[config.mk]
export PLATFORM = sky130hd
export DESIGN_NAME = qte_div_cell
export DESIGN_NICKNAME = d
export VERILOG_FILES = /design/src/rtl/core/assert_macros.svh /design/src/rtl/core/qte_pkg.sv /design/src/rtl/core/qte_div_cell.sv
export SDC_FILE = /design/constraint.sdc
export NUM_CORES = 1
export LEC_CHECK = 0
export BUFFER_PORTS_ARGS = -buffer_cell sky130_fd_sc_hd__buf_2
export CAP_MARGIN = 10
export CORE_ASPECT_RATIO = 1.5
export CORE_MARGIN = 4
export CORE_UTILIZATION = 45
export DETAILED_ROUTE_END_ITERATION = 12
export PLACE_DENSITY = 0.79
export SYNTH_ARGS = -nofsm -noshare
export SYNTH_HDL_FRONTEND = slang
export SYNTH_SLANG_ARGS = --single-unit
[constraint.sdc]
create_clock -name clk -period 2.9 [get_ports clk]
set_input_delay 0.58 -clock clk [delete_from_list [all_inputs] [get_ports clk]]
set_output_delay 0.58 -clock clk [all_outputs]
set_load 0.01 [all_outputs]
[src/rtl/core/assert_macros.svh]
// Assertion macros for the quaternion-to-Euler core.
// No dependencies; included by the module that carries assertions.
`ifndef ASSERT_MACROS_SVH
`define ASSERT_MACROS_SVH
`ifndef SYNTHESIS
// Same-cycle implication.
`define ASSERT_IMPL(lbl, clk, rst_n, ante, cons) \
  lbl: assert property (@(posedge clk) disable iff (!rst_n) (ante) |-> (cons)) \
    else $error("assertion failed");
// Next-cycle implication.
`define ASSERT_NEXT(lbl, clk, rst_n, ante, cons) \
  lbl: assert property (@(posedge clk) disable iff (!rst_n) (ante) |=> (cons)) \
    else $error("assertion failed");
`else
`define ASSERT_IMPL(lbl, clk, rst_n, ante, cons)
`define ASSERT_NEXT(lbl, clk, rst_n, ante, cons)
`endif
`endif

[src/rtl/core/qte_pkg.sv]
// Package for the quaternion-to-Euler core: widths, register indexes,
// the arctangent table, cell data types and small datapath functions.
// No dependencies.
package qte_pkg;

  localparam int CORDIC_STAGES_DEF = 16;

  // Field and datapath widths
  localparam int Q_W      = 32;   // quaternion part, Q2.30
  localparam int QF       = 30;   // fraction bits
  localparam int PROD_W   = 34;   // floored product, Q.30
  localparam int VEC_W    = 36;   // atan2 operand before the CORDIC
  localparam int CW       = 38;   // CORDIC x / y
  localparam int ZW       = 34;   // CORDIC angle, binary angle units
  localparam int TURN_SH  = 32;   // 2^32 units per turn
  localparam int SQ_W     = 61;   // square root radicand
  localparam int SQ_N     = 31;   // root bits, one cell each
  localparam int DIV_BITS = 19;   // magnitude bits of ten times a rate
  localparam int ANG_W    = 17;
  localparam int RATE_W   = 16;
  localparam int CFG_W    = 16;
  localparam int IDX_W    = 2;

  // Register indexes
  localparam logic [IDX_W-1:0] REG_PITCH_OFF = 2'd0;
  localparam logic [IDX_W-1:0] REG_ROLL_OFF  = 2'd1;
  localparam logic [IDX_W-1:0] REG_YAW_OFF   = 2'd2;
  localparam logic [IDX_W-1:0] REG_RATE_DIV  = 2'd3;
  localparam logic [CFG_W-1:0] RATE_DIV_RST  = 16'd16;

  // Angle constants, centidegrees
  localparam logic signed [ANG_W-1:0] HALF_CDEG = 17'sd18000;
  localparam logic signed [ANG_W-1:0] TURN_CDEG = 17'sd36000;

  // atan(2^-i) in binary angle units
  localparam logic [29:0] ATAN_TAB [32] = '{
    30'h20000000, 30'h12E4051E, 30'h09FB385B, 30'h051111D4, 30'h028B0D43,
    30'h0145D7E1, 30'h00A2F61E, 30'h00517C55, 30'h0028BE53, 30'h00145F2F,
    30'h000A2F98, 30'h000517CC, 30'h00028BE6, 30'h000145F3, 30'h0000A2FA,
    30'h0000517D, 30'h000028BE, 30'h0000145F, 30'h00000A30, 30'h00000518,
    30'h0000028C, 30'h00000146, 30'h000000A3, 30'h00000051, 30'h00000029,
    30'h00000014, 30'h0000000A, 30'h00000005, 30'h00000003, 30'h00000001,
    30'h00000001, 30'h00000000
  };

  // Square root cell data
  typedef struct packed {
    logic [SQ_W-1:0] v;
    logic [SQ_W-1:0] r;
  } sqrt_t;

  // Divider cell data
  typedef struct packed {
    logic                neg;
    logic [DIV_BITS-1:0] num;
    logic [CFG_W-1:0]    rem;
    logic [DIV_BITS-1:0] quo;
  } div_t;

  // CORDIC cell data
  typedef struct packed {
    logic signed [CW-1:0] x;
    logic signed [CW-1:0] y;
    logic signed [ZW-1:0] z;
    logic                 zero;
  } cordic_t;

  // Operands that travel alongside the square root
  typedef struct packed {
    logic signed [Q_W-1:0]   s;
    logic signed [VEC_W-1:0] rl_y;
    logic signed [VEC_W-1:0] rl_x;
    logic signed [VEC_W-1:0] yw_y;
    logic signed [VEC_W-1:0] yw_x;
  } side_t;

  // Exact product floored to Q.30
  function automatic logic signed [PROD_W-1:0] mul_q30(
    input logic signed [Q_W-1:0] a,
    input logic signed [Q_W-1:0] b
  );
    logic signed [2*Q_W-1:0] p;
    p = a * b;
    return p[2*Q_W-1:QF];
  endfunction

  // Quadrant fold ahead of the vectoring CORDIC
  function automatic cordic_t cordic_prep(
    input logic signed [VEC_W-1:0] vy,
    input logic signed [VEC_W-1:0] vx
  );
    cordic_t c;
    logic signed [CW-1:0] ex;
    logic signed [CW-1:0] ey;
    logic signed [ZW-1:0] half;
    ex     = CW'(vx);
    ey     = CW'(vy);
    half   = ZW'(64'd1 << (TURN_SH - 1));
    c.zero = (vx == '0) && (vy == '0);
    if (vx[VEC_W-1]) begin
      c.x = -ex;
      c.y = -ey;
      c.z = vy[VEC_W-1] ? -half : half;
    end else begin
      c.x = ex;
      c.y = ey;
      c.z = '0;
    end
    return c;
  endfunction

  // Binary angle times 36000 to centidegrees, rounded half up, clamped
  function automatic logic signed [ANG_W-1:0] cdeg_round(
    input logic signed [ZW+ANG_W-1:0] p,
    input logic                       zero
  );
    logic signed [ZW+ANG_W:0]         t;
    logic signed [ZW+ANG_W-TURN_SH:0] q;
    logic signed [ZW+ANG_W-TURN_SH:0] lim;
    logic signed [ANG_W-1:0]          r;
    t   = (ZW+ANG_W+1)'(p) + (ZW+ANG_W+1)'(64'd1 << (TURN_SH - 1));
    q   = t[ZW+ANG_W:TURN_SH];
    lim = (ZW+ANG_W-TURN_SH+1)'(HALF_CDEG);
    if (zero)
      r = '0;
    else if (q > lim)
      r = HALF_CDEG;
    else if (q < -lim)
      r = -HALF_CDEG;
    else
      r = ANG_W'(q);
    return r;
  endfunction

  // Offset removal with the +-180 / 360 wrap, then saturation
  function automatic logic signed [ANG_W-1:0] wrap_off(
    input logic signed [ANG_W-1:0] a,
    input logic signed [CFG_W-1:0] e
  );
    logic signed [ANG_W+1:0] ax;
    logic signed [ANG_W+1:0] ex;
    logic signed [ANG_W+1:0] hf;
    logic signed [ANG_W+1:0] tn;
    logic signed [ANG_W+1:0] r;
    ax = (ANG_W+2)'(a);
    ex = (ANG_W+2)'(e);
    hf = (ANG_W+2)'(HALF_CDEG);
    tn = (ANG_W+2)'(TURN_CDEG);
    if (ex > 0)
      r = (ax > ex - hf) ? ax - ex : ax + tn - ex;
    else
      r = (ax < ex + hf) ? ax - ex : ax - ex - tn;
    if (r > tn)
      r = tn;
    else if (r < -tn)
      r = -tn;
    return ANG_W'(r);
  endfunction

  // Divider seed: magnitude and sign of ten times the raw rate
  function automatic div_t div_seed(input logic signed [RATE_W-1:0] raw);
    div_t d;
    logic signed [DIV_BITS:0] p;
    p     = (DIV_BITS+1)'(raw) * (DIV_BITS+1)'(10);
    d.neg = p[DIV_BITS];
    d.num = d.neg ? DIV_BITS'(-p) : DIV_BITS'(p);
    d.rem = '0;
    d.quo = '0;
    return d;
  endfunction

  // Signed quotient saturated to 16 bits
  function automatic logic signed [RATE_W-1:0] sat_rate(
    input logic                neg,
    input logic [DIV_BITS-1:0] q
  );
    logic signed [DIV_BITS:0] v;
    logic signed [DIV_BITS:0] hi;
    logic signed [DIV_BITS:0] lo;
    logic signed [RATE_W-1:0] r;
    v  = (DIV_BITS+1)'(q);
    hi = (DIV_BITS+1)'(17'sd32767);
    lo = -(DIV_BITS+1)'(20'sd32768);
    if (neg)
      v = -v;
    if (v > hi)
      r = RATE_W'(hi);
    else if (v < lo)
      r = RATE_W'(lo);
    else
      r = RATE_W'(v);
    return r;
  endfunction

endpackage

[src/rtl/core/qte_div_cell.sv]
// One cell of the pipelined restoring divider: settles one quotient bit.
// Depends on qte_pkg.
module qte_div_cell #(
  parameter int BIT = 0
) (
  input  logic                        clk,
  input  logic                        en,
  input  logic [qte_pkg::CFG_W-1:0]   divisor,
  input  qte_pkg::div_t               d_in,
  output qte_pkg::div_t               d_out
);

  localparam int DW = qte_pkg::CFG_W;

  qte_pkg::div_t d_r;
  qte_pkg::div_t d_nxt;
  logic [DW:0]   trial;
  logic [DW:0]   diff;

  // Shift in the next numerator bit, subtract when it fits
  always_comb begin
    d_nxt = d_in;
    trial = {d_in.rem, d_in.num[BIT]};
    diff  = trial - {1'b0, divisor};
    if (trial >= {1'b0, divisor}) begin
      d_nxt.rem      = diff[DW-1:0];
      d_nxt.quo[BIT] = 1'b1;
    end else begin
      d_nxt.rem = trial[DW-1:0];
    end
  end

  always_ff @(posedge clk) begin
    if (en) begin
      d_r <= d_nxt;
    end
  end

  assign d_out = d_r;

endmodule

Yosys cells after proc, flatten, opt, wreduce, memory -nomap -nowiden

Cells that the tools add are included.

Register bits after elaboration: 55
Input bits: 73
Output and inout port bits: 55
Word-level logic and storage cells: 8

Add/sub/neg operators: 1
Order comparisons: 1
Multiplexer cells: 1

Operators with widths:

| operator                                                       | count |
|---|---|
| 17-bit by 16-bit greater-or-equal comparator with 1-bit output | 1 |
| 16-bit 2-to-1 mux                                              | 1 |
| 16-bit subtractor                                              | 1 |

Logic depth before layout (Yosys ltp)

Word-level depth: 2
Depth in mapped cells: 9
Depth with buffers taken out: 9

Worst setup path after synthesis

Ideal clock, no wire load.

Kind: input -> register
Start point: in divisor[2] (netlist name)
End point: reg d_r, in the netlist d_out[27] (data pin)
Setup time: 0.260 ns
Arrival: 2.297 ns
Data required time: 2.640 ns
Setup slack: 0.342 ns
Stages on the path: 9
Path buffers: 1
Cells stage by stage: inv_1 ha_1 a21oi_1 o21ai_2 a21boi_2 o21ai_2 a31oi_4 buf_12 mux2_4

RTL lines:

| element              | RTL line           | RTL |
|---|---|---|
| from (decl)          | qte_div_cell.sv:8  | `input logic [qte_pkg::CFG_W-1:0] divisor,` |
| to (signal assigned) | qte_div_cell.sv:35 | `d_r <= d_nxt;` |
| to (decl)            | qte_div_cell.sv:15 | `qte_pkg::div_t d_r;` |

==> impl_metrics.toml <==
[synthesis]
synth_area_mm2 = 0.002741
synth_area_leaders = "edfxtp_1 (60%), ha_1 (7.3%), mux2_4 (3.8%)"
syn_inst = 197
synth_edf_count = 55
netlist_top_cells_count = "edfxtp_1 (55), inv_1 (20), a21oi_1 (17), ha_1 (16), nand2_1 (11)"
yosysSeqAreaShare_pct = 60.25
yosysTopAreaCell = "edfxtp_1"
synth_flop_cell = "edfxtp_1"
synth.most_common_cell = "edfxtp_1"
async_flop_share_pct = 0
synth_top_area_share_pct = 60.25
synth_cell_types = 40
synth.avg_cell_area_um2 = 13.92
synth_warnings = 0
syn-num-nets = 287
ys_ff_latch = 55

[cells_and_area]
syn2layout_area_growth_pct = 32.22
final_nets = 426
fin_util_pct = 61.74
layout-drive-gt1-share_pct = 49.26
multi_input_area_um2 = 994.7
final-seq-area_mm2 = 0.001652
finalInstanceArea_mm2 = 0.003625
fillers = 448
largest_register_ffs = 55
diodes = 0

[clock_tree]
cts_buffer_depth = 2
cts_sinks = 55
cts_resized = 0
cts_setup_buffers = 0
clk_pin_slew_worst_paths_ns = 0.10
ctsRootBufferMaster = "clkbuf_8"
htreeDepth = 2
cts_tree = "yes"
cts_hold_buf = 0
cts_buffers = 5

[drt]
drt_wl_total_um = 7275
drt_iter0_drc = 132
ant_nets = 0
viasPerCell = 5.203
num_vias = 2128
wl_per_cell_um = 17.79
drc_errors = 0
drt_first_pass_iters = 5

[die]
fp.dieW_um = 71.73
rows = 34
die_y_um = 103.6
initial_core_util_pct = 46.70
ioPinCount = 128
design.core.area_mm2 = 0.005871
die_area_mm2 = 0.007431

[worst_setup_path]
path_class = "input pin to register"
end_kind = "register"
critPathMaxFanout = 6
cp.required_ns = 2.96
cp-start-kind = "input pin"
crit_arrival_ns = 2.53

[placed_design]
dp_hpwl_um = 5574
pre_cts_slack_ns = 0.1298
place.gp.congestion = 0.8468
dpl_cell_area_mm2 = 0.003492
place.port_buffers = 127

[flow_run]
cap_viol_max_count = 0

[global_route]
grt_max_degree = 56
track_usage_pct = 19.92
grt_pass1_wl_um = 11300
antenna_found_initial = 0
grt_pass1_vias = 2234
grt_overflow = 0

[power]
p_per_area_mw_per_mm2 = 567.1
peakVddDrop_v = 0.0002730
leakagePower_nw = 1.649

[timing]
hold_viol = 0
fmax_ghz = 0.4045
fin_ws_ns = 0.4276
rsz0062_at_grt = "false"
tightest_slew_ns = 0.7007
finalCritPeriodShare_pct = 85.25
tns_ns = 0
max-slew-margin-rel_pct = 53.29
slew_viol_final = 0
finalSetupViolCount = 0
finalCriticalPeriod_ns = 2.472

[worst_hold_path]
hold_path.class = "input pin to register"

[status]
outcome = "complete, no violations"
metal layers:
metal	routed length [um]	global-route usage, %	up-vias	share of wire [%]
met1	2605	21.54	989	36
li1	-	-	1007	-
met2	3762	36.38	123	52
met4	129	6.855	0	1.8
met5	0	0	-	0
met3	777	5.233	9	11
logic make-up after synthesis:
group | synth area share [%]
multiplexers | 7.440
flip-flops | 60.25
AO/OA/AOI/OAI | 11.05
adder cells (fa/ha/maj) | 8.033
buffers and inverters | 3.469
AND/OR/NAND/NOR | 5.934
XOR/XNOR | 3.834
worst max-delay path, stage by stage:
cell and delay [ns]:
buf_2 0.12, inv_1 0.08, ha_1 0.22, fa_1 0.25, nor2b_1 0.08, o31a_1 0.27, o22a_4 0.25, a31o_2 0.26
xor2_1 0.14, mux2_4 0.27
final timing paths:
kind / from / endpoint / slack (ns) / depth (start not counted)
setup / recovery: d_in[35] / d_out[33] / 0.43 / 10
hold / removal: d_in[39] / d_out[39] / 0.44 / 1
report_power, final:
group	total [mW]	leakage [nW]	internal, mW	switching, mW
Combinational	0.473	1.05	0.224	0.249
Sequential	0.993	0.539	0.973	0.0205
Clock	0.589	0.0654	0.345	0.244
stage by stage:
step                      hold WS, ns  cells  total power, mW
after CTS                      0.4307    409            2.064
final                          0.4355    409            2.056
after global routing           0.4303    409            2.149
after global placement         0.7566    401            1.462
after floorplan                0.6789    197            1.284
after detailed placement       0.7584    401            1.481
area by class of cell:
type	count	share of cell area [%]
Sequential cell	55	45.56
Multi-Input combinational cell	121	27.44
Timing Repair Buffer	133	18.78
Tap cell	72	2.485
Inverter	20	2.071
Clock buffer	6	2.002
Clock inverter	2	1.657
cell usage in the layout (no fill, tap or decap), types with 2 or more instances in the layout:
cell	instances
mux2i_1	2
a21oi_1	17
a211oi_1	2
mux2_4	7
clkbuf_8	5
inv_1	20
bufinv_16	2
nand4_1	3
and2_1	2
ha_1	16
o31ai_1	2
buf_2	127
mux2_2	7
buf_4	6
edfxtp_1	55
o21ai_0	7
o21ai_2	2
xor2_1	7
nor2_1	9
xnor2_1	5
nand2_1	11
Power figures use the tool's default switching activity.
