File: src/rtl/core/assert_macros.svh
// Assertion macros for the quaternion-to-Euler core.
// No dependencies; included by the module that carries assertions.
`ifndef ASSERT_MACROS_SVH
`define ASSERT_MACROS_SVH
`ifndef SYNTHESIS
// Same-cycle implication.
`define ASSERT_IMPL(lbl, clk, rst_n, ante, cons) \
  lbl: assert property (@(posedge clk) disable iff (!rst_n) (ante) |-> (cons)) \
    else $error("assertion failed");
// Next-cycle implication.
`define ASSERT_NEXT(lbl, clk, rst_n, ante, cons) \
  lbl: assert property (@(posedge clk) disable iff (!rst_n) (ante) |=> (cons)) \
    else $error("assertion failed");
`else
`define ASSERT_IMPL(lbl, clk, rst_n, ante, cons)
`define ASSERT_NEXT(lbl, clk, rst_n, ante, cons)
`endif
`endif

File: src/rtl/core/qte_pkg.sv
// Package for the quaternion-to-Euler core: widths, register indexes,
// the arctangent table, cell data types and small datapath functions.
// No dependencies.
package qte_pkg;

  localparam int CORDIC_STAGES_DEF = 16;

  // Field and datapath widths
  localparam int Q_W      = 32;   // quaternion part, Q2.30
  localparam int QF       = 30;   // fraction bits
  localparam int PROD_W   = 34;   // floored product, Q.30
  localparam int VEC_W    = 36;   // atan2 operand before the CORDIC
  localparam int CW       = 38;   // CORDIC x / y
  localparam int ZW       = 34;   // CORDIC angle, binary angle units
  localparam int TURN_SH  = 32;   // 2^32 units per turn
  localparam int SQ_W     = 61;   // square root radicand
  localparam int SQ_N     = 31;   // root bits, one cell each
  localparam int DIV_BITS = 19;   // magnitude bits of ten times a rate
  localparam int ANG_W    = 17;
  localparam int RATE_W   = 16;
  localparam int CFG_W    = 16;
  localparam int IDX_W    = 2;

  // Register indexes
  localparam logic [IDX_W-1:0] REG_PITCH_OFF = 2'd0;
  localparam logic [IDX_W-1:0] REG_ROLL_OFF  = 2'd1;
  localparam logic [IDX_W-1:0] REG_YAW_OFF   = 2'd2;
  localparam logic [IDX_W-1:0] REG_RATE_DIV  = 2'd3;
  localparam logic [CFG_W-1:0] RATE_DIV_RST  = 16'd16;

  // Angle constants, centidegrees
  localparam logic signed [ANG_W-1:0] HALF_CDEG = 17'sd18000;
  localparam logic signed [ANG_W-1:0] TURN_CDEG = 17'sd36000;

  // atan(2^-i) in binary angle units
  localparam logic [29:0] ATAN_TAB [32] = '{
    30'h20000000, 30'h12E4051E, 30'h09FB385B, 30'h051111D4, 30'h028B0D43,
    30'h0145D7E1, 30'h00A2F61E, 30'h00517C55, 30'h0028BE53, 30'h00145F2F,
    30'h000A2F98, 30'h000517CC, 30'h00028BE6, 30'h000145F3, 30'h0000A2FA,
    30'h0000517D, 30'h000028BE, 30'h0000145F, 30'h00000A30, 30'h00000518,
    30'h0000028C, 30'h00000146, 30'h000000A3, 30'h00000051, 30'h00000029,
    30'h00000014, 30'h0000000A, 30'h00000005, 30'h00000003, 30'h00000001,
    30'h00000001, 30'h00000000
  };

  // Square root cell data
  typedef struct packed {
    logic [SQ_W-1:0] v;
    logic [SQ_W-1:0] r;
  } sqrt_t;

  // Divider cell data
  typedef struct packed {
    logic                neg;
    logic [DIV_BITS-1:0] num;
    logic [CFG_W-1:0]    rem;
    logic [DIV_BITS-1:0] quo;
  } div_t;

  // CORDIC cell data
  typedef struct packed {
    logic signed [CW-1:0] x;
    logic signed [CW-1:0] y;
    logic signed [ZW-1:0] z;
    logic                 zero;
  } cordic_t;

  // Operands that travel alongside the square root
  typedef struct packed {
    logic signed [Q_W-1:0]   s;
    logic signed [VEC_W-1:0] rl_y;
    logic signed [VEC_W-1:0] rl_x;
    logic signed [VEC_W-1:0] yw_y;
    logic signed [VEC_W-1:0] yw_x;
  } side_t;

  // Exact product floored to Q.30
  function automatic logic signed [PROD_W-1:0] mul_q30(
    input logic signed [Q_W-1:0] a,
    input logic signed [Q_W-1:0] b
  );
    logic signed [2*Q_W-1:0] p;
    p = a * b;
    return p[2*Q_W-1:QF];
  endfunction

  // Quadrant fold ahead of the vectoring CORDIC
  function automatic cordic_t cordic_prep(
    input logic signed [VEC_W-1:0] vy,
    input logic signed [VEC_W-1:0] vx
  );
    cordic_t c;
    logic signed [CW-1:0] ex;
    logic signed [CW-1:0] ey;
    logic signed [ZW-1:0] half;
    ex     = CW'(vx);
    ey     = CW'(vy);
    half   = ZW'(64'd1 << (TURN_SH - 1));
    c.zero = (vx == '0) && (vy == '0);
    if (vx[VEC_W-1]) begin
      c.x = -ex;
      c.y = -ey;
      c.z = vy[VEC_W-1] ? -half : half;
    end else begin
      c.x = ex;
      c.y = ey;
      c.z = '0;
    end
    return c;
  endfunction

  // Binary angle times 36000 to centidegrees, rounded half up, clamped
  function automatic logic signed [ANG_W-1:0] cdeg_round(
    input logic signed [ZW+ANG_W-1:0] p,
    input logic                       zero
  );
    logic signed [ZW+ANG_W:0]         t;
    logic signed [ZW+ANG_W-TURN_SH:0] q;
    logic signed [ZW+ANG_W-TURN_SH:0] lim;
    logic signed [ANG_W-1:0]          r;
    t   = (ZW+ANG_W+1)'(p) + (ZW+ANG_W+1)'(64'd1 << (TURN_SH - 1));
    q   = t[ZW+ANG_W:TURN_SH];
    lim = (ZW+ANG_W-TURN_SH+1)'(HALF_CDEG);
    if (zero)
      r = '0;
    else if (q > lim)
      r = HALF_CDEG;
    else if (q < -lim)
      r = -HALF_CDEG;
    else
      r = ANG_W'(q);
    return r;
  endfunction

  // Offset removal with the +-180 / 360 wrap, then saturation
  function automatic logic signed [ANG_W-1:0] wrap_off(
    input logic signed [ANG_W-1:0] a,
    input logic signed [CFG_W-1:0] e
  );
    logic signed [ANG_W+1:0] ax;
    logic signed [ANG_W+1:0] ex;
    logic signed [ANG_W+1:0] hf;
    logic signed [ANG_W+1:0] tn;
    logic signed [ANG_W+1:0] r;
    ax = (ANG_W+2)'(a);
    ex = (ANG_W+2)'(e);
    hf = (ANG_W+2)'(HALF_CDEG);
    tn = (ANG_W+2)'(TURN_CDEG);
    if (ex > 0)
      r = (ax > ex - hf) ? ax - ex : ax + tn - ex;
    else
      r = (ax < ex + hf) ? ax - ex : ax - ex - tn;
    if (r > tn)
      r = tn;
    else if (r < -tn)
      r = -tn;
    return ANG_W'(r);
  endfunction

  // Divider seed: magnitude and sign of ten times the raw rate
  function automatic div_t div_seed(input logic signed [RATE_W-1:0] raw);
    div_t d;
    logic signed [DIV_BITS:0] p;
    p     = (DIV_BITS+1)'(raw) * (DIV_BITS+1)'(10);
    d.neg = p[DIV_BITS];
    d.num = d.neg ? DIV_BITS'(-p) : DIV_BITS'(p);
    d.rem = '0;
    d.quo = '0;
    return d;
  endfunction

  // Signed quotient saturated to 16 bits
  function automatic logic signed [RATE_W-1:0] sat_rate(
    input logic                neg,
    input logic [DIV_BITS-1:0] q
  );
    logic signed [DIV_BITS:0] v;
    logic signed [DIV_BITS:0] hi;
    logic signed [DIV_BITS:0] lo;
    logic signed [RATE_W-1:0] r;
    v  = (DIV_BITS+1)'(q);
    hi = (DIV_BITS+1)'(17'sd32767);
    lo = -(DIV_BITS+1)'(20'sd32768);
    if (neg)
      v = -v;
    if (v > hi)
      r = RATE_W'(hi);
    else if (v < lo)
      r = RATE_W'(lo);
    else
      r = RATE_W'(v);
    return r;
  endfunction

endpackage

File: src/rtl/core/qte_cordic_cell.sv
// One vectoring CORDIC cell: rotates toward y = 0 by atan(2^-STAGE).
// Depends on qte_pkg (arctangent table, cell type).
module qte_cordic_cell #(
  parameter int STAGE = 0
) (
  input  logic             clk,
  input  logic             en,
  input  qte_pkg::cordic_t d_in,
  output qte_pkg::cordic_t d_out
);

  localparam int ZW = qte_pkg::ZW;
  localparam logic signed [ZW-1:0] ATAN = ZW'(qte_pkg::ATAN_TAB[STAGE]);

  qte_pkg::cordic_t d_r;
  qte_pkg::cordic_t d_nxt;

  // Direction from the sign of y; zero y counts as positive
  always_comb begin
    d_nxt = d_in;
    if (!d_in.y[qte_pkg::CW-1]) begin
      d_nxt.x = d_in.x + (d_in.y >>> STAGE);
      d_nxt.y = d_in.y - (d_in.x >>> STAGE);
      d_nxt.z = d_in.z + ATAN;
    end else begin
      d_nxt.x = d_in.x - (d_in.y >>> STAGE);
      d_nxt.y = d_in.y + (d_in.x >>> STAGE);
      d_nxt.z = d_in.z - ATAN;
    end
  end

  always_ff @(posedge clk) begin
    if (en) begin
      d_r <= d_nxt;
    end
  end

  assign d_out = d_r;

endmodule
File: config.mk
export PLATFORM = sky130hd
export DESIGN_NAME = qte_cordic_cell
export DESIGN_NICKNAME = d
export VERILOG_FILES = /design/src/rtl/core/assert_macros.svh /design/src/rtl/core/qte_pkg.sv /design/src/rtl/core/qte_cordic_cell.sv
export SDC_FILE = /design/constraint.sdc
export NUM_CORES = 1
export LEC_CHECK = 0
export BUFFER_PORTS_ARGS = -buffer_cell sky130_fd_sc_hd__buf_4
export CORE_MARGIN = 10
export CORE_UTILIZATION = 40
export CTS_BUF_LIST = sky130_fd_sc_hd__clkbuf_8
export DETAILED_ROUTE_END_ITERATION = 10
export SKIP_CTS_REPAIR_TIMING = 1
export SLEW_MARGIN = 15
export SYNTH_ARGS = -nofsm -noshare
export SYNTH_HDL_FRONTEND = slang
export SYNTH_SLANG_ARGS = --single-unit
File: constraint.sdc
create_clock -name clk -period 3.8 [get_ports clk]
set_clock_uncertainty 0.1 [all_clocks]
set_input_delay 0 -clock clk [delete_from_list [all_inputs] [get_ports clk]]
set_output_delay 0 -clock clk [all_outputs]
set_load 0.03 [all_outputs]
### Yosys cells after proc, flatten, opt, wreduce, memory -nomap -nowiden

Cells that the tools add are included.

* register bits: 111
* latch bits: 0
* memory bits (writable): 0
* bits in read-only memories: 0
* input bits: 113
* word-level logic and storage cells: 10
* memories kept: 0

* add/subtract/negate cells: 5
* multipliers: 0
* div/mod/pow operators: 0
* $lt $le $gt $ge: 0
* eq/ne operators: 0
* shift operators: 0
* muxes and demuxes: 1
* bitwise logic cells: 0
* reduce and logical (&&, ||, !) cells: 0

Operators by type and width (number)
* $mux 110: 1
* $sub 38x38->38: 2
* $add 38x38->38: 1
* $add 34x31->34 const B: 1
* $sub 34x31->34 const B: 1

### Depth between registers and ports, before layout

* word-level depth: 2
* depth in mapped cells: 13

### Worst setup path after synthesis

No wires, ideal clock.

* path kind: input-to-reg
* start point: input d_in[47] in the netlist's numbering
* end point: register d_r (netlist bit d_out[110]) (data pin)
* setup time: 267 ps
* arrival: 2198 ps
* required time: 3433 ps
* setup slack: 1234 ps
* cell stages on the path: 12
* path through: inv_1 -> ha_1 -> buf_4 -> inv_1 -> a21oi_1 -> or3b_1 -> o211ai_2 -> o211ai_2 -> o41a_1 -> nor3_1 -> nor4_2 -> xor2_1

RTL lines
* start, declared: RTL line qte_cordic_cell.sv:8 `input qte_pkg::cordic_t d_in,`
* end signal, assigned: RTL line qte_cordic_cell.sv:34 `d_r <= d_nxt;`
* end, declared: RTL line qte_cordic_cell.sv:15 `qte_pkg::cordic_t d_r;`

==> impl_metrics.toml <==
[pwr]
power_leakage_nw = 5.793
vdd_drop_max_mv = 0.1932
power_density_nw_per_um2 = 347.7

[hold_path]
min_path_type = "in -> reg"
min-delay-start = "en"
hold_path_end = "d_out[95]"
hold_depth = 1

[floorplanning]
ios = 224
dieArea_sq_um = 32380
start_util_pct = 40.63
rows = 58
die_y_um = 179.9
die_x_um = 179.9
core_area_sq_um = 25180

[synth]
synthCells = 1148
yosysTopAreaCell = "edfxtp_1"
syn_nets = 1388
synth_area_per_cell_sq_um = 8.913
synth.distinct_cells = 79
seq_area_frac_synth_pct = 32.28
syn_area_sq_um = 10230
ys_warn_count = 0
netlist.area_leader.share_pct = 32.28
synth_area_leaders = "edfxtp_1 (32%), ha_1 (15%), a21oi_1 (6.7%), xnor2_1 (5.4%), inv_1 (4.1%)"
synth-async-reset-ratio_pct = 0
synth-main-ff-cell = "edfxtp_1"
yosys_register_bits = 110
synth_edf_count = 110

[critical_path]
worstPathRequired_ns = 3.88
arrival_ns = 3.36
critPathKind = "in -> reg"
cp_max_fo = 3
critPathLaunchType = "input pin"
worstSetupEndpointType = "flip-flop"

[finish]
drive_above_1_share_pct = 21.15
mostFrequentLayoutCells = "buf_4 (248), a21oi_1 (136), ha_1 (123), inv_1 (111), edfxtp_1 (110)"
syn_to_final_growth_pct = 25.12
fillers = 2430
antennaDiodeCount = 0
largest_reg_flops = 110
mostFrequentLayoutCell = "buf_4"
fin_nets = 1630

[clock_network]
clk_path_buf_depth = 2
clk_pin_slew_ns = 0.12
cts_tree = "done"
cts_buffers = 9
clock-root-buffer = "clkbuf_8"
clkSinkCount = 110
htree_levels = 3

[timing]
holdWs_ns = -0.02837
max_slew_margin_pct = 55.95
fmax_ghz = 0.3052
rsz0062_at_grt = "no"
setup_viol = 0
fin_crit_sh_pct = 86.22
hold_viol = 17
setup_tns_ns = 0
slew_viol_final = 0
period_needed_ns = 3.276
fin_ws_ns = 0.5238
tightest_slew_ns = 0.6607

[global_route]
grt_pass1_vias = 9304
grt_pass1_wl_um = 52970
antenna_found_initial = 0
grt_use_total_pct = 20.04
gr-total-overflow = 0
grt_max_degree = 50

[placement]
place.gp.congestion = 0.9488
io_buffers = 223
dpl_worst_slack_ns = 0.4415
dpl.hpwl_um = 27400

[routing]
antenna_left = 0
via_count = 9596
viasPerCell = 5.563
drc = 0
avgRoutedWirePerCell_um = 20.08
first_iter_violations = 662
firstDrtPassIters = 5
wirelength_um = 34640

[job]
cap_violations = 0

[run_status]
violations = "negative hold slack"
status = "finished with violations"
synthesized netlist by cell type, drive strengths merged (14+ instances only):
master and instances:
o211ai 14, inv 115, clkbuf 24, a21oi 139
edfxtp 110, nor4 15, mux2i 20, nand2 56
ha 123, nor3 23, a21o 39, o21bai 35
buf 31, nor2 106, o21ai 68, xnor2 63
logic make-up (layout without fill, tap and decap cells):
logic type | count (synthesis) | count (layout) | share of synthesized area [%]
AND/OR/NAND/NOR | 264 | 264 | 12.12
adder cells (fa/ha/maj) | 127 | 127 | 15.82
XOR/XNOR | 74 | 74 | 6.334
AO/OA/AOI/OAI | 381 | 381 | 24.46
buffers and inverters | 172 | 419 | 7.031
flip-flops | 110 | 110 | 32.28
multiplexers | 20 | 20 | 1.956
stage by stage:
| stage | power, mW | instances | instance area (sq um) | utilization (%) |
|---|---|---|---|---|
| after floorplan | 2.920 | 1148 | 10230 | - |
| after CTS | 4.437 | 1687 | 12420 | 49.33 |
| after global placement | 3.669 | 1671 | 12230 | 48.57 |
| after global routing | 4.688 | 1725 | 12800 | 50.84 |
| after detailed placement | 3.671 | 1671 | 12230 | 48.57 |
| final | 4.452 | 1725 | 12800 | 50.84 |
layer usage:
| layer | vias up | GRT usage [%] | share of wire, % |
|---|---|---|---|
| li1 | 4576 | - | - |
| met1 | 4561 | 26.62 | 45 |
| met2 | 413 | 32.43 | 46 |
| met3 | 46 | 3.775 | 6.7 |
| met4 | 0 | 5.756 | 1.9 |
| met5 | - | 0 | 0 |
power by group:
| part | leakage (nW) | internal, mW | total, mW | switching [mW] |
|---|---|---|---|---|
| combinational | 4.62 | 0.782 | 2.07 | 1.29 |
| clock | 0.0969 | 0.256 | 0.759 | 0.503 |
| sequential | 1.08 | 1.57 | 1.63 | 0.0572 |
| total | 5.79 | 2.61 | 4.45 | 1.85 |
worst max path at each step:
stage	from	to	slack, ns	cells after the start
4_1_cts	d_in[49]	d_out[110]	0.87	12
2_1_floorplan	d_in[47]	d_out[110]	1.23	12
3_3_place_gp	d_in[49]	d_out[110]	0.43	12
3_5_place_dp	d_in[49]	d_out[110]	0.44	12
6_report	d_in[73]	d_out[69]	0.52	15
5_1_grt	d_in[73]	d_out[99]	0.39	14
area by class of cell:
type,count,area [sq um],share of cell area (%)
Timing Repair Buffer,286,2242,17.51
Multi-Input combinational cell,866,6210,48.50
Tap cell,330,412.9,3.225
Sequential cell,110,3303,25.80
Clock inverter,7,66.31,0.5180
Inverter,117,444.2,3.470
Clock buffer,9,123.9,0.9676
critical path: stages:
cell	delay, ns
dlygate4sd3_1	0.54
buf_4	0.14
ha_1	0.21
fa_1	0.39
nor2b_1	0.17
o31a_1	0.19
o21ai_1	0.13
o21bai_1	0.26
a21oi_1	0.21
o31ai_2	0.31
o41ai_1	0.12
buf_4	0.16
o311a_1	0.28
a21oi_1	0.15
xnor2_1	0.08
No activity file was read; power rests on OpenSTA's default activity.
