**src/rtl/core/assert_macros.svh**
```systemverilog
// Assertion macros for the quaternion-to-Euler core.
// No dependencies; included by the module that carries assertions.
`ifndef ASSERT_MACROS_SVH
`define ASSERT_MACROS_SVH
`ifndef SYNTHESIS
// Same-cycle implication.
`define ASSERT_IMPL(lbl, clk, rst_n, ante, cons) \
  lbl: assert property (@(posedge clk) disable iff (!rst_n) (ante) |-> (cons)) \
    else $error("assertion failed");
// Next-cycle implication.
`define ASSERT_NEXT(lbl, clk, rst_n, ante, cons) \
  lbl: assert property (@(posedge clk) disable iff (!rst_n) (ante) |=> (cons)) \
    else $error("assertion failed");
`else
`define ASSERT_IMPL(lbl, clk, rst_n, ante, cons)
`define ASSERT_NEXT(lbl, clk, rst_n, ante, cons)
`endif
`endif

```
**src/rtl/core/qte_pkg.sv**
```systemverilog
// Package for the quaternion-to-Euler core: widths, register indexes,
// the arctangent table, cell data types and small datapath functions.
// No dependencies.
package qte_pkg;

  localparam int CORDIC_STAGES_DEF = 16;

  // Field and datapath widths
  localparam int Q_W      = 32;   // quaternion part, Q2.30
  localparam int QF       = 30;   // fraction bits
  localparam int PROD_W   = 34;   // floored product, Q.30
  localparam int VEC_W    = 36;   // atan2 operand before the CORDIC
  localparam int CW       = 38;   // CORDIC x / y
  localparam int ZW       = 34;   // CORDIC angle, binary angle units
  localparam int TURN_SH  = 32;   // 2^32 units per turn
  localparam int SQ_W     = 61;   // square root radicand
  localparam int SQ_N     = 31;   // root bits, one cell each
  localparam int DIV_BITS = 19;   // magnitude bits of ten times a rate
  localparam int ANG_W    = 17;
  localparam int RATE_W   = 16;
  localparam int CFG_W    = 16;
  localparam int IDX_W    = 2;

  // Register indexes
  localparam logic [IDX_W-1:0] REG_PITCH_OFF = 2'd0;
  localparam logic [IDX_W-1:0] REG_ROLL_OFF  = 2'd1;
  localparam logic [IDX_W-1:0] REG_YAW_OFF   = 2'd2;
  localparam logic [IDX_W-1:0] REG_RATE_DIV  = 2'd3;
  localparam logic [CFG_W-1:0] RATE_DIV_RST  = 16'd16;

  // Angle constants, centidegrees
  localparam logic signed [ANG_W-1:0] HALF_CDEG = 17'sd18000;
  localparam logic signed [ANG_W-1:0] TURN_CDEG = 17'sd36000;

  // atan(2^-i) in binary angle units
  localparam logic [29:0] ATAN_TAB [32] = '{
    30'h20000000, 30'h12E4051E, 30'h09FB385B, 30'h051111D4, 30'h028B0D43,
    30'h0145D7E1, 30'h00A2F61E, 30'h00517C55, 30'h0028BE53, 30'h00145F2F,
    30'h000A2F98, 30'h000517CC, 30'h00028BE6, 30'h000145F3, 30'h0000A2FA,
    30'h0000517D, 30'h000028BE, 30'h0000145F, 30'h00000A30, 30'h00000518,
    30'h0000028C, 30'h00000146, 30'h000000A3, 30'h00000051, 30'h00000029,
    30'h00000014, 30'h0000000A, 30'h00000005, 30'h00000003, 30'h00000001,
    30'h00000001, 30'h00000000
  };

  // Square root cell data
  typedef struct packed {
    logic [SQ_W-1:0] v;
    logic [SQ_W-1:0] r;
  } sqrt_t;

  // Divider cell data
  typedef struct packed {
    logic                neg;
    logic [DIV_BITS-1:0] num;
    logic [CFG_W-1:0]    rem;
    logic [DIV_BITS-1:0] quo;
  } div_t;

  // CORDIC cell data
  typedef struct packed {
    logic signed [CW-1:0] x;
    logic signed [CW-1:0] y;
    logic signed [ZW-1:0] z;
    logic                 zero;
  } cordic_t;

  // Operands that travel alongside the square root
  typedef struct packed {
    logic signed [Q_W-1:0]   s;
    logic signed [VEC_W-1:0] rl_y;
    logic signed [VEC_W-1:0] rl_x;
    logic signed [VEC_W-1:0] yw_y;
    logic signed [VEC_W-1:0] yw_x;
  } side_t;

  // Exact product floored to Q.30
  function automatic logic signed [PROD_W-1:0] mul_q30(
    input logic signed [Q_W-1:0] a,
    input logic signed [Q_W-1:0] b
  );
    logic signed [2*Q_W-1:0] p;
    p = a * b;
    return p[2*Q_W-1:QF];
  endfunction

  // Quadrant fold ahead of the vectoring CORDIC
  function automatic cordic_t cordic_prep(
    input logic signed [VEC_W-1:0] vy,
    input logic signed [VEC_W-1:0] vx
  );
    cordic_t c;
    logic signed [CW-1:0] ex;
    logic signed [CW-1:0] ey;
    logic signed [ZW-1:0] half;
    ex     = CW'(vx);
    ey     = CW'(vy);
    half   = ZW'(64'd1 << (TURN_SH - 1));
    c.zero = (vx == '0) && (vy == '0);
    if (vx[VEC_W-1]) begin
      c.x = -ex;
      c.y = -ey;
      c.z = vy[VEC_W-1] ? -half : half;
    end else begin
      c.x = ex;
      c.y = ey;
      c.z = '0;
    end
    return c;
  endfunction

  // Binary angle times 36000 to centidegrees, rounded half up, clamped
  function automatic logic signed [ANG_W-1:0] cdeg_round(
    input logic signed [ZW+ANG_W-1:0] p,
    input logic                       zero
  );
    logic signed [ZW+ANG_W:0]         t;
    logic signed [ZW+ANG_W-TURN_SH:0] q;
    logic signed [ZW+ANG_W-TURN_SH:0] lim;
    logic signed [ANG_W-1:0]          r;
    t   = (ZW+ANG_W+1)'(p) + (ZW+ANG_W+1)'(64'd1 << (TURN_SH - 1));
    q   = t[ZW+ANG_W:TURN_SH];
    lim = (ZW+ANG_W-TURN_SH+1)'(HALF_CDEG);
    if (zero)
      r = '0;
    else if (q > lim)
      r = HALF_CDEG;
    else if (q < -lim)
      r = -HALF_CDEG;
    else
      r = ANG_W'(q);
    return r;
  endfunction

  // Offset removal with the +-180 / 360 wrap, then saturation
  function automatic logic signed [ANG_W-1:0] wrap_off(
    input logic signed [ANG_W-1:0] a,
    input logic signed [CFG_W-1:0] e
  );
    logic signed [ANG_W+1:0] ax;
    logic signed [ANG_W+1:0] ex;
    logic signed [ANG_W+1:0] hf;
    logic signed [ANG_W+1:0] tn;
    logic signed [ANG_W+1:0] r;
    ax = (ANG_W+2)'(a);
    ex = (ANG_W+2)'(e);
    hf = (ANG_W+2)'(HALF_CDEG);
    tn = (ANG_W+2)'(TURN_CDEG);
    if (ex > 0)
      r = (ax > ex - hf) ? ax - ex : ax + tn - ex;
    else
      r = (ax < ex + hf) ? ax - ex : ax - ex - tn;
    if (r > tn)
      r = tn;
    else if (r < -tn)
      r = -tn;
    return ANG_W'(r);
  endfunction

  // Divider seed: magnitude and sign of ten times the raw rate
  function automatic div_t div_seed(input logic signed [RATE_W-1:0] raw);
    div_t d;
    logic signed [DIV_BITS:0] p;
    p     = (DIV_BITS+1)'(raw) * (DIV_BITS+1)'(10);
    d.neg = p[DIV_BITS];
    d.num = d.neg ? DIV_BITS'(-p) : DIV_BITS'(p);
    d.rem = '0;
    d.quo = '0;
    return d;
  endfunction

  // Signed quotient saturated to 16 bits
  function automatic logic signed [RATE_W-1:0] sat_rate(
    input logic                neg,
    input logic [DIV_BITS-1:0] q
  );
    logic signed [DIV_BITS:0] v;
    logic signed [DIV_BITS:0] hi;
    logic signed [DIV_BITS:0] lo;
    logic signed [RATE_W-1:0] r;
    v  = (DIV_BITS+1)'(q);
    hi = (DIV_BITS+1)'(17'sd32767);
    lo = -(DIV_BITS+1)'(20'sd32768);
    if (neg)
      v = -v;
    if (v > hi)
      r = RATE_W'(hi);
    else if (v < lo)
      r = RATE_W'(lo);
    else
      r = RATE_W'(v);
    return r;
  endfunction

endpackage

```
**src/rtl/core/qte_sqrt_cell.sv**
```systemverilog
// One cell of the pipelined integer square root: settles one root bit.
// Depends on qte_pkg.
module qte_sqrt_cell #(
  parameter int K = 0
) (
  input  logic           clk,
  input  logic           en,
  input  qte_pkg::sqrt_t d_in,
  output qte_pkg::sqrt_t d_out
);

  localparam int SW = qte_pkg::SQ_W;
  localparam logic [SW-1:0] BIT = SW'(1) << (2 * K);

  qte_pkg::sqrt_t d_r;
  qte_pkg::sqrt_t d_nxt;
  logic [SW:0]    trial;

  // Restoring step with trial r + 4^K
  always_comb begin
    d_nxt = d_in;
    trial = {1'b0, d_in.r} + {1'b0, BIT};
    if ({1'b0, d_in.v} >= trial) begin
      d_nxt.v = d_in.v - trial[SW-1:0];
      d_nxt.r = (d_in.r >> 1) + BIT;
    end else begin
      d_nxt.r = d_in.r >> 1;
    end
  end

  always_ff @(posedge clk) begin
    if (en) begin
      d_r <= d_nxt;
    end
  end

  assign d_out = d_r;

endmodule

```
**config.mk**
```make
export PLATFORM = sky130hd
export DESIGN_NAME = qte_sqrt_cell
export DESIGN_NICKNAME = d
export VERILOG_FILES = /design/src/rtl/core/assert_macros.svh /design/src/rtl/core/qte_pkg.sv /design/src/rtl/core/qte_sqrt_cell.sv
export SDC_FILE = /design/constraint.sdc
export NUM_CORES = 1
export LEC_CHECK = 0
export BUFFER_PORTS_ARGS = -buffer_cell sky130_fd_sc_hd__buf_2
export CORE_AREA = 2 2 146 148
export CTS_BUF_LIST = sky130_fd_sc_hd__clkbuf_4 sky130_fd_sc_hd__clkbuf_8
export DETAILED_ROUTE_END_ITERATION = 8
export DIE_AREA = 0 0 148 150
export HOLD_SLACK_MARGIN = 0.12
export PLACE_DENSITY = 0.84
export SLEW_MARGIN = 30
export SYNTH_ARGS = -nofsm -noshare
export SYNTH_HDL_FRONTEND = slang
export SYNTH_SLANG_ARGS = --single-unit
```
**constraint.sdc**
```tcl
create_clock -name clk -period 4.4 [get_ports clk]
set_input_delay 0 -clock clk [delete_from_list [all_inputs] [get_ports clk]]
set_output_delay 0 -clock clk [all_outputs]
set_load 0.005 [all_outputs]
```
# Yosys cells after proc, flatten, opt, wreduce, memory -nomap -nowiden
# Index checks and enable logic that the tools add are counted.
[classes] n_reduce_logical=0 mux=2 mul=0 bitwise=0 n_lt_le_gt_ge=1 n_addsub=3 shifts=0 n_div=0 eq_ne=0
[op_table] op="adder 61 x 1 -> 62 bit (second input constant)" count=1
[op_table] op="greater-or-equal comparator 61 x 62 -> 1 bit" count=1
[op_table] op="adder 60 x 1 -> 61 bit (second input constant)" count=1
[op_table] op="two-way mux 61 bit" count=1
[op_table] op="subtractor 61 bit" count=1
[op_table] op="two-way mux 60 bit" count=1
[totals] mem_bits_rw=0 reg_bits=122 latchBits=0 wordCells=9 memories=0 out_inout_bits=122 inputBits=124 rom_bits=0

# Depth between registers and ports, before layout
# Gate-level depths: netlist of the first run.
[logic_depth] word_depth=3 depth_mapped=25 mapped_depth_nobuf=19

# Worst setup path after synthesis of the first run
# Ideal clock, no wire load.
[synth_timing] path_type="input to register" start="in d_in[3] in the netlist's numbering" end="reg d_r, in the netlist d_out[109], data pin" cell_stages=22 arrival_time_ps=3851 n_path_buf=5 required_time_ps=4139 setup_time_ps=261 slack_ps=288 path_cell_list="buf_2 > and4_1 > nand2_1 > nor2_1 > nand3_1 > nor2b_1 > clkbuf_1 > inv_1 > nor2_1 > xnor2_1 > ha_1 > clkbuf_1 > and4_1 > a221oi_1 > a211oi_2 > o31ai_2 > o21ai_2 > a31oi_4 > or2_4 > buf_6 > buf_12 > a221o_1"
[synth_rtl] item="from (decl)" line_no="qte_sqrt_cell.sv:8" text="input qte_pkg::sqrt_t d_in,"
[synth_rtl] item="to (signal assigned)" line_no="qte_sqrt_cell.sv:33" text="d_r <= d_nxt;"
[synth_rtl] item="to (decl)" line_no="qte_sqrt_cell.sv:15" text="qte_pkg::sqrt_t d_r;"

==> impl_metrics.tcl, run 1 <==
set metrics [dict create \
    vias 11500 \
    dieWidth_um 148 \
    slew-limit-headroom_pct 55.2 \
    firstDrtPassIters 6 \
    grt_pass1_vias 11200 \
    worst_setup_path_end_kind "register" \
    critical-path-top-delay-family "simple AND/OR/NAND/NOR gates" \
    drv_slew 0 \
    outcome "finished clean" \
    viasPerCell 5.84 \
    nFillCells 1576 \
    register_area_mm2 0.00366 \
    multi_input_area_mm2 0.00645 \
    worstSetupPathType "input pin to register" \
    grt_overflow 0 \
    area_growth_syn_to_layout_pct 42.8 \
    grt_max_degree 55 \
    synth_area_mm2 0.0104 \
    die_h_um 150 \
    wirelength_um 40200 \
    hold_depth 4 \
    power_density_mw_per_mm2 277 \
    cp.arrival_ns 4.46 \
    drtIter0Drc 1156 \
    tightestPinTransition_ns 0.672 \
    dpl.hpwl_um 28800 \
    syn_nets 1375 \
    drcViolationCount 0 \
    cts_max_path_buffers 2 \
    drive_gt1_share_pct 29.6 \
    yosysWarnings 0 \
    clk_pin_slew_ns 0.09 \
    num_rows 53 \
    cts_root_buf "clkbuf_8" \
    die-area_mm2 0.0222 \
    fin_crit_sh_pct 95.8 \
    syn_area_per_cell_um2 8.78 \
    min_to "d_out[8]$_DFFE_PP_" \
    start_util_pct 50.3 \
    synthFlopType "edfxtp_1" \
    ys_ff_latch 122 \
    cp_max_fo 6 \
    boundaryPins 246 \
    fin_nets 1873 \
    gp_congestion 0.989 \
    grt_pass1_wl_um 59800 \
    min-delay-start "d_in[7]" \
    core_area_mm2 0.0207 \
    hold_viol 0 \
    max_freq_mhz 237 \
    period_needed_ns 4.21 \
    synthArstFlopShare_pct 0 \
    htree_levels 4 \
    antenna_found_initial 2 \
    drv_cap 0 \
    hold_ws_ns 0.170 \
    cp.required_ns 4.64 \
    leakagePower_uw 0.00620 \
    vdd_drop_max_uv 218 \
    synth_cell_types 66 \
    crit_path_cell_trace "dlygate4sd3_1 -> buf_2 -> and4_1 -> and3_1 -> and2_1 -> buf_4 -> nand2_1 -> nor2_1 -> xnor2_1 -> ha_1 -> buf_4 -> and2_1 -> nand4_1 -> or2_2 -> nor3_2 -> o211ai_1 -> a21oi_2 -> o2111ai_2 -> a21oi_1 -> nor3_1 -> o31ai_1" \
    numCtsBuffers 17 \
    cp_slowest_cell "dlygate4sd3_1" \
    clkSinkCount 122 \
    largest_reg_flops 122 \
    min_path_type "input pin to register" \
    grt_usage_pct 35.3 \
    slowest_delay_ns 0.52 \
    setup_tns_ns 0 \
    ys_seq_area_share_pct 35.2 \
    rsz0062_at_grt "false" \
    syn_inst 1187 \
    cts_tree "yes" \
    port_buffers 245 \
    wl_per_cell_um 20.3 \
    final-setup-viol-count 0 \
    ant_nets 0 \
    path_buf_inv 4 \
    crit_path_start_kind "input pin" \
    synth-edff-count 122 \
]
==> per-stage QoR <==
step	setup WS (ns)	area (um^2)	util (%)	std cells	power, uW
floorplan	0.288	10400	-	1187	2180
finish	0.187	14900	71.9	1975	4130
detailed placement	-0.263	12900	62.5	1809	2730
global route	0.00706	14900	71.9	1974	4300
CTS	0.0181	14700	70.9	1967	4040
global placement	-0.206	12900	62.5	1809	2710
==> layout by cell type, fill, tap and decap left out, types with 4 or more instances in the layout <==
| cell type | Yosys | layout |
|---|---|---|
| a211oi_1 | 7 | 6 |
| a21o_1 | 17 | 17 |
| a21oi_1 | 82 | 78 |
| a21oi_2 | 0 | 4 |
| and2_1 | 13 | 12 |
| and3_1 | 25 | 25 |
| and4_1 | 11 | 11 |
| buf_12 | 1 | 5 |
| buf_2 | 24 | 244 |
| buf_4 | 2 | 167 |
| bufinv_16 | 0 | 5 |
| clkbuf_8 | 0 | 17 |
| clkinvlp_4 | 0 | 4 |
| dlygate4sd3_1 | 0 | 126 |
| edfxtp_1 | 122 | 122 |
| ha_1 | 63 | 63 |
| inv_1 | 23 | 23 |
| nand2_1 | 173 | 173 |
| nand2b_1 | 4 | 4 |
| nand3_1 | 61 | 60 |
| nand3b_1 | 5 | 5 |
| nand4_1 | 46 | 46 |
| nor2_1 | 71 | 69 |
| nor2b_1 | 11 | 10 |
| nor3_1 | 18 | 10 |
| nor3_2 | 6 | 13 |
| o211ai_1 | 7 | 7 |
| o21a_1 | 9 | 9 |
| o21ai_0 | 85 | 81 |
| o21ai_1 | 4 | 8 |
| o21ai_2 | 6 | 5 |
| o21bai_1 | 18 | 18 |
| o31ai_1 | 6 | 6 |
| or2_2 | 7 | 7 |
| or3_1 | 6 | 6 |
| xnor2_1 | 106 | 106 |
| xor2_1 | 65 | 65 |
==> layout make-up <==
| cell class | instances | share of cell area [%] |
|---|---|---|
| Timing Repair Buffer | 543 | 26.0 |
| Tap cell | 275 | 2.31 |
| Clock inverter | 14 | 1.48 |
| Inverter | 23 | 0.580 |
| Sequential cell | 122 | 24.6 |
| Multi-Input combinational cell | 978 | 43.4 |
| Antenna cell | 2 | 0.0336 |
| Clock buffer | 18 | 1.62 |
==> layer usage <==
metal / global-route usage, % / part of all wire [%]
met5: 0 / 0
met4: 16.3 / 4.6
met3: 8.60 / 9.7
met2: 58.4 / 47
met1: 43.5 / 39
==> power breakdown <==
group / internal, uW / leakage [uW] / switching, uW
Combinational: 638 / 0.00479 / 766
Clock: 684 / 0.000219 / 552
Sequential: 1450 / 0.00119 / 42.2
Total: 2770 / 0.00620 / 1360
==> repair_timing <==
action,4_1_cts,5_1_grt
endpoints found under the hold margin,143,0
resized for setup,0,31
hold buffers,126,0
buffers inserted,0,5
endpoints found under the setup margin,0,121
==> cells by family after synthesis <==
logic type | Yosys count | share of synthesized area, %
AND/OR/NAND/NOR | 473 | 22.6
AO/OA/AOI/OAI | 270 | 16.0
XOR/XNOR | 171 | 14.4
flip-flops | 122 | 35.2
buffers and inverters | 87 | 4.14
adder cells (fa/ha/maj) | 64 | 7.76
==> worst max path at each step <==
| stage | from | endpoint | slack (ns) | cells past startpoint |
|---|---|---|---|---|
| 3_3_place_gp | d_in[22] | d_out[56]$_DFFE_PP_ | -0.21 | 24 |
| 4_1_cts | d_in[14] | d_out[116]$_DFFE_PP_ | 0.02 | 21 |
| 2_1_floorplan | d_in[3] | d_out[109]$_DFFE_PP_ | 0.29 | 22 |
| 5_1_grt | d_in[14] | d_out[116]$_DFFE_PP_ | 0.007 | 19 |
| 6_report | d_in[14] | d_out[120]$_DFFE_PP_ | 0.19 | 21 |
| 3_5_place_dp | d_in[22] | d_out[116]$_DFFE_PP_ | -0.26 | 22 |
==> synthesized netlist by cell type, drive strengths merged (2+ instances only) <==
| cell type | number | area [um^2] |
|---|---|---|
| a221o | 3 | 30.0 |
| a21o | 17 | 128 |
| nand2 | 174 | 656 |
| a21boi | 3 | 22.5 |
| inv | 23 | 86.3 |
| nor3 | 25 | 166 |
| and2 | 13 | 81.3 |
| o31ai | 7 | 57.6 |
| edfxtp | 122 | 3660 |
| xor2 | 65 | 569 |
| a31oi | 4 | 40.0 |
| o21bai | 18 | 135 |
| o211ai | 7 | 52.6 |
| buf | 33 | 223 |
| nand3b | 5 | 37.5 |
| nor2b | 11 | 68.8 |
| o21a | 9 | 67.6 |
| nor2 | 72 | 278 |
| xnor2 | 106 | 928 |
| or3 | 6 | 37.5 |
| nand4 | 46 | 288 |
| nand3 | 61 | 305 |
| nor4 | 6 | 52.6 |
| a21oi | 82 | 410 |
| o2111ai | 5 | 43.8 |
| and3 | 26 | 168 |
| o21ai | 95 | 498 |
| o2bb2ai | 2 | 17.5 |
| a211oi | 8 | 65.1 |
| or2 | 9 | 58.8 |
| and4 | 11 | 96.3 |
| ha | 63 | 788 |
| nand2b | 4 | 25.0 |
| clkbuf | 31 | 123 |
No activity file was read; power rests on OpenSTA's default activity.
==> run 2, diff against run 1 <==
--- a/config.mk
+++ b/config.mk
@@ -6,12 +6,12 @@
 export NUM_CORES = 1
 export LEC_CHECK = 0
 export BUFFER_PORTS_ARGS = -buffer_cell sky130_fd_sc_hd__buf_2
-export CORE_AREA = 2 2 146 148
+export CORE_AREA = 2 2 144 146
 export CTS_BUF_LIST = sky130_fd_sc_hd__clkbuf_4 sky130_fd_sc_hd__clkbuf_8
 export DETAILED_ROUTE_END_ITERATION = 8
-export DIE_AREA = 0 0 148 150
+export DIE_AREA = 0 0 146 148
 export HOLD_SLACK_MARGIN = 0.12
-export PLACE_DENSITY = 0.84
+export PLACE_DENSITY = 0.83
 export SLEW_MARGIN = 30
 export SYNTH_ARGS = -nofsm -noshare
 export SYNTH_HDL_FRONTEND = slang
==> constraint.sdc (replaced) <==
create_clock -name clk -period 5.5 [get_ports clk]
set_input_delay 0 -clock clk [delete_from_list [all_inputs] [get_ports clk]]
set_output_delay 0 -clock clk [all_outputs]
set_load 0.005 [all_outputs]
==> impl_metrics.tcl, run 2 (same netlist as run 1, synthesis figures left out) <==
set metrics [dict create \
    wl_per_cell_um 20.9 \
    worst_setup_path_end_kind "register" \
    crit_path_cell_trace "dlygate4sd3_1 -> buf_2 -> and4_1 -> nand2_1 -> nor2_1 -> buf_4 -> nand3_1 -> nor2b_1 -> buf_4 -> xnor2_1 -> ha_1 -> and4_1 -> nor4b_2 -> buf_4 -> nand3_1 -> o21ai_0 -> a21oi_1 -> o21ai_1 -> a31oi_4 -> or2_4 -> buf_12 -> nor3_2 -> xor2_1 -> dlygate4sd3_1" \
    drv_slew 0 \
    dpl.hpwl_um 27100 \
    outcome "finished clean" \
    grt_pass1_wl_um 57800 \
    hold_viol 0 \
    viasPerCell 6.05 \
    final-setup-viol-count 0 \
    drive_gt1_share_pct 22.1 \
    num_rows 52 \
    wirelength_um 38400 \
    clkSinkCount 122 \
    numCtsBuffers 17 \
    grt_usage_pct 34.4 \
    drtIter0Drc 1167 \
    htree_levels 4 \
    grt_overflow 0 \
    cp_max_fo 48 \
    crit_path_start_kind "input pin" \
    core_area_mm2 0.0200 \
    worstSetupPathType "input pin to register" \
    boundaryPins 246 \
    dieWidth_um 146 \
    vias 11100 \
    cp.required_ns 5.82 \
    antenna_found_initial 0 \
    drcViolationCount 0 \
    die_h_um 148 \
    crit_top_cell "buf_4" \
    stdcell_area_mm2 0.0137 \
    placed_cell_area_mm2 0.0118 \
    setup_tns_ns 0 \
    slowest_delay_ns 0.62 \
    port_buffers 245 \
    num_antenna_cells 0 \
    fin_nets 1738 \
    period_needed_ns 5.31 \
    clk_pin_slew_ns 0.08 \
    grt_pass1_vias 10400 \
    final_cell_mix "buf_2, nand2_1, dlygate4sd3_1, edfxtp_1, xnor2_1" \
    ant_nets 0 \
    leakagePower_uw 0.00549 \
    largest_reg_flops 122 \
    slew-limit-headroom_pct 40.0 \
    cts_max_path_buffers 2 \
    start_util_pct 52.0 \
    final_common_cell "buf_2" \
    tightestPinTransition_ns 0.900 \
    cp_slowest_cell "dlygate4sd3_1" \
    firstDrtPassIters 7 \
    power_density_mw_per_mm2 227 \
    fin_crit_sh_pct 96.6 \
    gp_congestion 0.991 \
    nFillCells 1580 \
    vdd_drop_max_uv 143 \
    die-area_mm2 0.0216 \
    grt_max_degree 63 \
    cts_tree "yes" \
    min_path_type "input pin to register" \
    cts_root_buf "clkbuf_8" \
    drv_cap 0 \
    max_freq_mhz 188 \
    cp.arrival_ns 5.63 \
    area_growth_syn_to_layout_pct 31.9 \
]
## run 2: cell count changes in the layout (fill, tap and decap cells not counted), moves of 4 or more
cell / previous run / this run
a21oi_1: 78 / 82
dlygate4sd3_1: 126 / 137
ha_2: 0 / 4
nor3_1: 10 / 15
nor3_2: 13 / 8
ha_1: 63 / 59
a21oi_2: 4 / 0
buf_4: 167 / 23
## run 2: power breakdown
group,leakage [uW],internal (uW),switching (uW)
registers,0.00119,1160,36.4
logic,0.00409,429,574
clock network,0.000208,494,430
total,0.00549,2080,1040
## run 2: cell type report
type	count	area (um^2)	share of cell area, %
Timing Repair Buffer	407	2830	20.6
Inverter	23	86.3	0.629
Clock inverter	15	199	1.45
Sequential cell	122	3660	26.7
Multi-Input combinational cell	979	6390	46.5
Clock buffer	17	234	1.70
Tap cell	270	338	2.46
## run 2: timing repair
| item | 4_1_cts | 5_1_grt |
|---|---|---|
| buffers inserted | 0 | 4 |
| gates resized for setup | 0 | 19 |
| hold buffers | 137 | 0 |
| hold endpoints to repair | 122 | 0 |
| endpoints found under the setup margin | 0 | 17 |
## run 2: metal layers
metal	up-vias	GRT usage (%)	routed length, um	part of all wire, %
met5	-	0	0	0
met4	0	15.0	1600	4.2
met3	142	6.91	4110	11
met2	760	56.0	17700	46
met1	5152	44.9	15000	39
li1	5037	-	-	-
## run 2: worst paths after layout
check	start	end	slack, ns	cells past startpoint
hold / removal	d_in[30]	d_out[33]$_DFFE_PP_	0.18	5
setup / recovery	d_in[3]	d_out[20]$_DFFE_PP_	0.19	24
## run 2: critical path: cells and delay by family
kind                       cells  cell delay, ns
xor gates and xnor gates       2            0.33
buffers and inverters          7            2.12
adders and majority gates      1            0.42
AOI/OAI and AO/OA              4            0.56
and+or+nand+nor               10            2.16
## run 2: through the flow
stage / cells / setup slack [ns] / util, % / power, uW / hold WS [ns]
final: 1833 / 0.189 / 68.5 / 3120 / 0.177
after global routing: 1833 / -0.0294 / 68.5 / 3230 / 0.196
after CTS: 1828 / 0.0137 / 68.1 / 3070 / 0.129
after detailed placement: 1659 / 0.0820 / 59.0 / 2080 / 0.295
after global placement: 1659 / 0.179 / 59.0 / 2070 / 0.301
after floorplan: 1187 / 1.39 / - / 1750 / 0.112
==> run 3, diff against run 2 <==
--- a/config.mk
+++ b/config.mk
@@ -5,13 +5,14 @@
 export SDC_FILE = /design/constraint.sdc
 export NUM_CORES = 1
 export LEC_CHECK = 0
+export ABC_AREA = 1
 export BUFFER_PORTS_ARGS = -buffer_cell sky130_fd_sc_hd__buf_2
-export CORE_AREA = 2 2 144 146
+export CORE_AREA = 2 2 166 168
 export CTS_BUF_LIST = sky130_fd_sc_hd__clkbuf_4 sky130_fd_sc_hd__clkbuf_8
 export DETAILED_ROUTE_END_ITERATION = 8
-export DIE_AREA = 0 0 146 148
+export DIE_AREA = 0 0 168 170
 export HOLD_SLACK_MARGIN = 0.12
-export PLACE_DENSITY = 0.83
+export PLACE_DENSITY = 0.8
 export SLEW_MARGIN = 30
 export SYNTH_ARGS = -nofsm -noshare
 export SYNTH_HDL_FRONTEND = slang
==> impl_metrics.tcl, run 3 <==
set metrics [dict create \
    outcome "finished clean" \
    cp_max_fo 36 \
    port_buffers 245 \
    cp-startpoint "d_in[2]" \
    p_switching_uw 1470 \
    firstDrtPassIters 6 \
    rsz0062_at_grt "false" \
    num_antenna_cells 0 \
    synth_cell_types 35 \
    nFillCells 2493 \
    final_common_cell "nand2_1" \
    met2WireLength_um 26900 \
    ant_nets 0 \
    synth-edff-count 122 \
    wl_met3_um 6250 \
    dr.max_layer_used "met5" \
    cp.arrival_ns 5.30 \
    drcViolationCount 0 \
    netlist.area_leader.share_pct 26.3 \
    tightestPinTransition_ns 0.995 \
    p_comb_share_pct 39.6 \
    wirelength_um 59200 \
    crit_path_end "d_out[67]$_DFFE_PP_" \
    ys_top_cells_by_count "nand2_1, inv_1, nor2_1, nand4_1, edfxtp_1" \
    slew-limit-headroom_pct 33.2 \
    synthFlopType "edfxtp_1" \
    final_cell_mix "nand2_1, inv_1, buf_2, nor2_1, nand4_1" \
    synth_compound_area_share_pct 2.01 \
    ctsHoldBuffers 121 \
    grt_pass1_wl_um 88100 \
    drive_gt1_share_pct 11.9 \
    synth_xor_xnor_area_share_pct 7.68 \
    drtIter0Drc 2147 \
    worst_setup_path_end_kind "register" \
    max_freq_mhz 201 \
    hold_viol 0 \
    hold_ws_ns 0.184 \
    period_needed_ns 4.97 \
    drv_cap 0 \
    synthMuxAreaShare_pct 0.935 \
    clk_pin_slew_ns 0.11 \
    cp.required_ns 5.84 \
    fin_crit_sh_pct 90.3 \
    dpl.hpwl_um 45100 \
    boundaryPins 246 \
    viasPerCell 5.57 \
    power_density_mw_per_mm2 213 \
    htree_levels 4 \
    pwr-share-clk_pct 26.5 \
    grt_pass1_vias 15500 \
    crit_path_start_kind "input pin" \
    yosysWarnings 0 \
    grt_max_degree 122 \
    synth_fa_ha_area_share_pct 5.81 \
    setup_tns_ns 0 \
    grt_usage_pct 41.1 \
    power.share.sequential_pct 33.8 \
    synth_most_common_cell "nand2_1" \
    area_growth_syn_to_layout_pct 22.3 \
    die_h_um 170 \
    num_rows 60 \
    syn_area_per_cell_um2 6.07 \
    gp_congestion 1.04 \
    final-setup-viol-count 0 \
    grt_overflow 0 \
    synth_area_mm2 0.0139 \
    leakagePower_uw 0.00927 \
    ys_ff_latch 122 \
    cts_setup_buffers 0 \
    vias 16600 \
    intPower_uw 2160 \
    worstSetupPathType "input pin to register" \
    drv_slew 0 \
    largest_reg_flops 122 \
    antenna_found_initial 1 \
    die-area_mm2 0.0286 \
    numCtsBuffers 17 \
    clkSinkCount 122 \
    wl_met1_um 22700 \
    synthArstFlopShare_pct 0 \
    vdd_drop_max_uv 125 \
    cts_root_buf "clkbuf_8" \
    synth_top_family_by_area "simple AND/OR/NAND/NOR gates" \
    synth_area_leaders "edfxtp_1, nand2_1, inv_1" \
    cts_max_path_buffers 2 \
    cts_resized 0 \
    core_area_mm2 0.0267 \
    synth_area_leader_cell "edfxtp_1" \
    dieWidth_um 168 \
    swShare_pct 40.6 \
    fin_nets 2810 \
    min_path_type "input pin to register" \
    wl_per_cell_um 19.9 \
    ys_seq_area_share_pct 26.3 \
    final_util_pct 63.9 \
    synth_simple_gate_area_share_pct 43.6 \
    syn_inst 2291 \
    syn_nets 2479 \
    cts_tree "yes" \
    start_util_pct 52.2 \
    power_uw 3630 \
]
[run 3: cell types whose count changed after synthesis, moves of 22 or more]
cell,previous run,this run
nand3_1,61,91
nor3_1,18,40
xor2_1,65,88
nand2_1,173,952
and3_1,25,1
o21ai_0,85,7
xnor2_1,106,34
a21oi_1,82,40
nand4_1,46,146
nor2_1,71,183
inv_1,23,397
[run 3: power groups by stage]
stage | clock, uW | combinational, uW | sequential, uW
floorplan | 0 | 797 | 1260
global placement | 0 | 1290 | 1240
detailed placement | 0 | 1310 | 1240
CTS | 953 | 1380 | 1220
global route | 984 | 1570 | 1240
finish | 964 | 1440 | 1230
[run 3: cell type report]
cell class | count | area (um^2) | share of cell area, %
Clock buffer | 17 | 234 | 1.37
Clock inverter | 15 | 189 | 1.11
Inverter | 401 | 1510 | 8.84
Multi-Input combinational cell | 1699 | 8390 | 49.3
Sequential cell | 122 | 3660 | 21.5
Tap cell | 341 | 427 | 2.51
Timing Repair Buffer | 381 | 2620 | 15.4
[run 3: critical path, cell delays in order]
cell and delay (ns):
dlygate4sd3_1 0.55, buf_2 0.17, ha_1 0.33, nand3_1 0.18, nor2_1 0.31, nand4_1 0.25
nor2_1 0.25, nand2_1 0.16, xnor2_1 0.22, mux2i_1 0.18, ha_1 0.45, nand2_1 0.14
nor2_1 0.27, nand2_1 0.17, nor2_1 0.18, nand2_1 0.08, nor2_1 0.12, nand2_1 0.06
nand3b_1 0.12, nand2_4 0.19, nand3_4 0.44, buf_12 0.26, nand2_1 0.11, nand2_1 0.08
[run 3: worst min-delay path by stage]
stage / cells after the start / start / to / slack [ns]
6_report: 1 / en / d_out[102]$_DFFE_PP_ / 0.18
5_1_grt: 1 / en / d_out[110]$_DFFE_PP_ / 0.20
4_1_cts: 1 / en / d_out[102]$_DFFE_PP_ / 0.18
3_5_place_dp: 3 / d_in[61] / d_out[61]$_DFFE_PP_ / 0.35
3_3_place_gp: 3 / d_in[61] / d_out[61]$_DFFE_PP_ / 0.34
2_1_floorplan: 0 / en / d_out[0]$_DFFE_PP_ / 0.11
[run 3: through the flow]
stage | instance area (um^2) | worst slack, ns | instances
after floorplan | 13900 | 2.28 | 2291
after CTS | 17000 | 0.645 | 2976
after detailed placement | 15400 | 0.563 | 2823
after global placement | 15400 | 0.623 | 2823
final | 17000 | 0.535 | 2976
after global routing | 17000 | 0.00852 | 2976
[run 3: cell families after synthesis]
logic type | after synthesis
and+or+nand+nor | 1447
adders and majority gates | 64
AOI/OAI and AO/OA | 53
muxes | 13
buffers and inverters | 470
xor gates and xnor gates | 122
DFF | 122
[run 3: per-layer routing]
| layer | vias to the layer above | global-route usage (%) |
|---|---|---|
| met5 | - | 0 |
| met4 | 2 | 19.6 |
| met3 | 236 | 7.95 |
| met2 | 1086 | 68.4 |
| met1 | 7418 | 51.4 |
| li1 | 7835 | - |
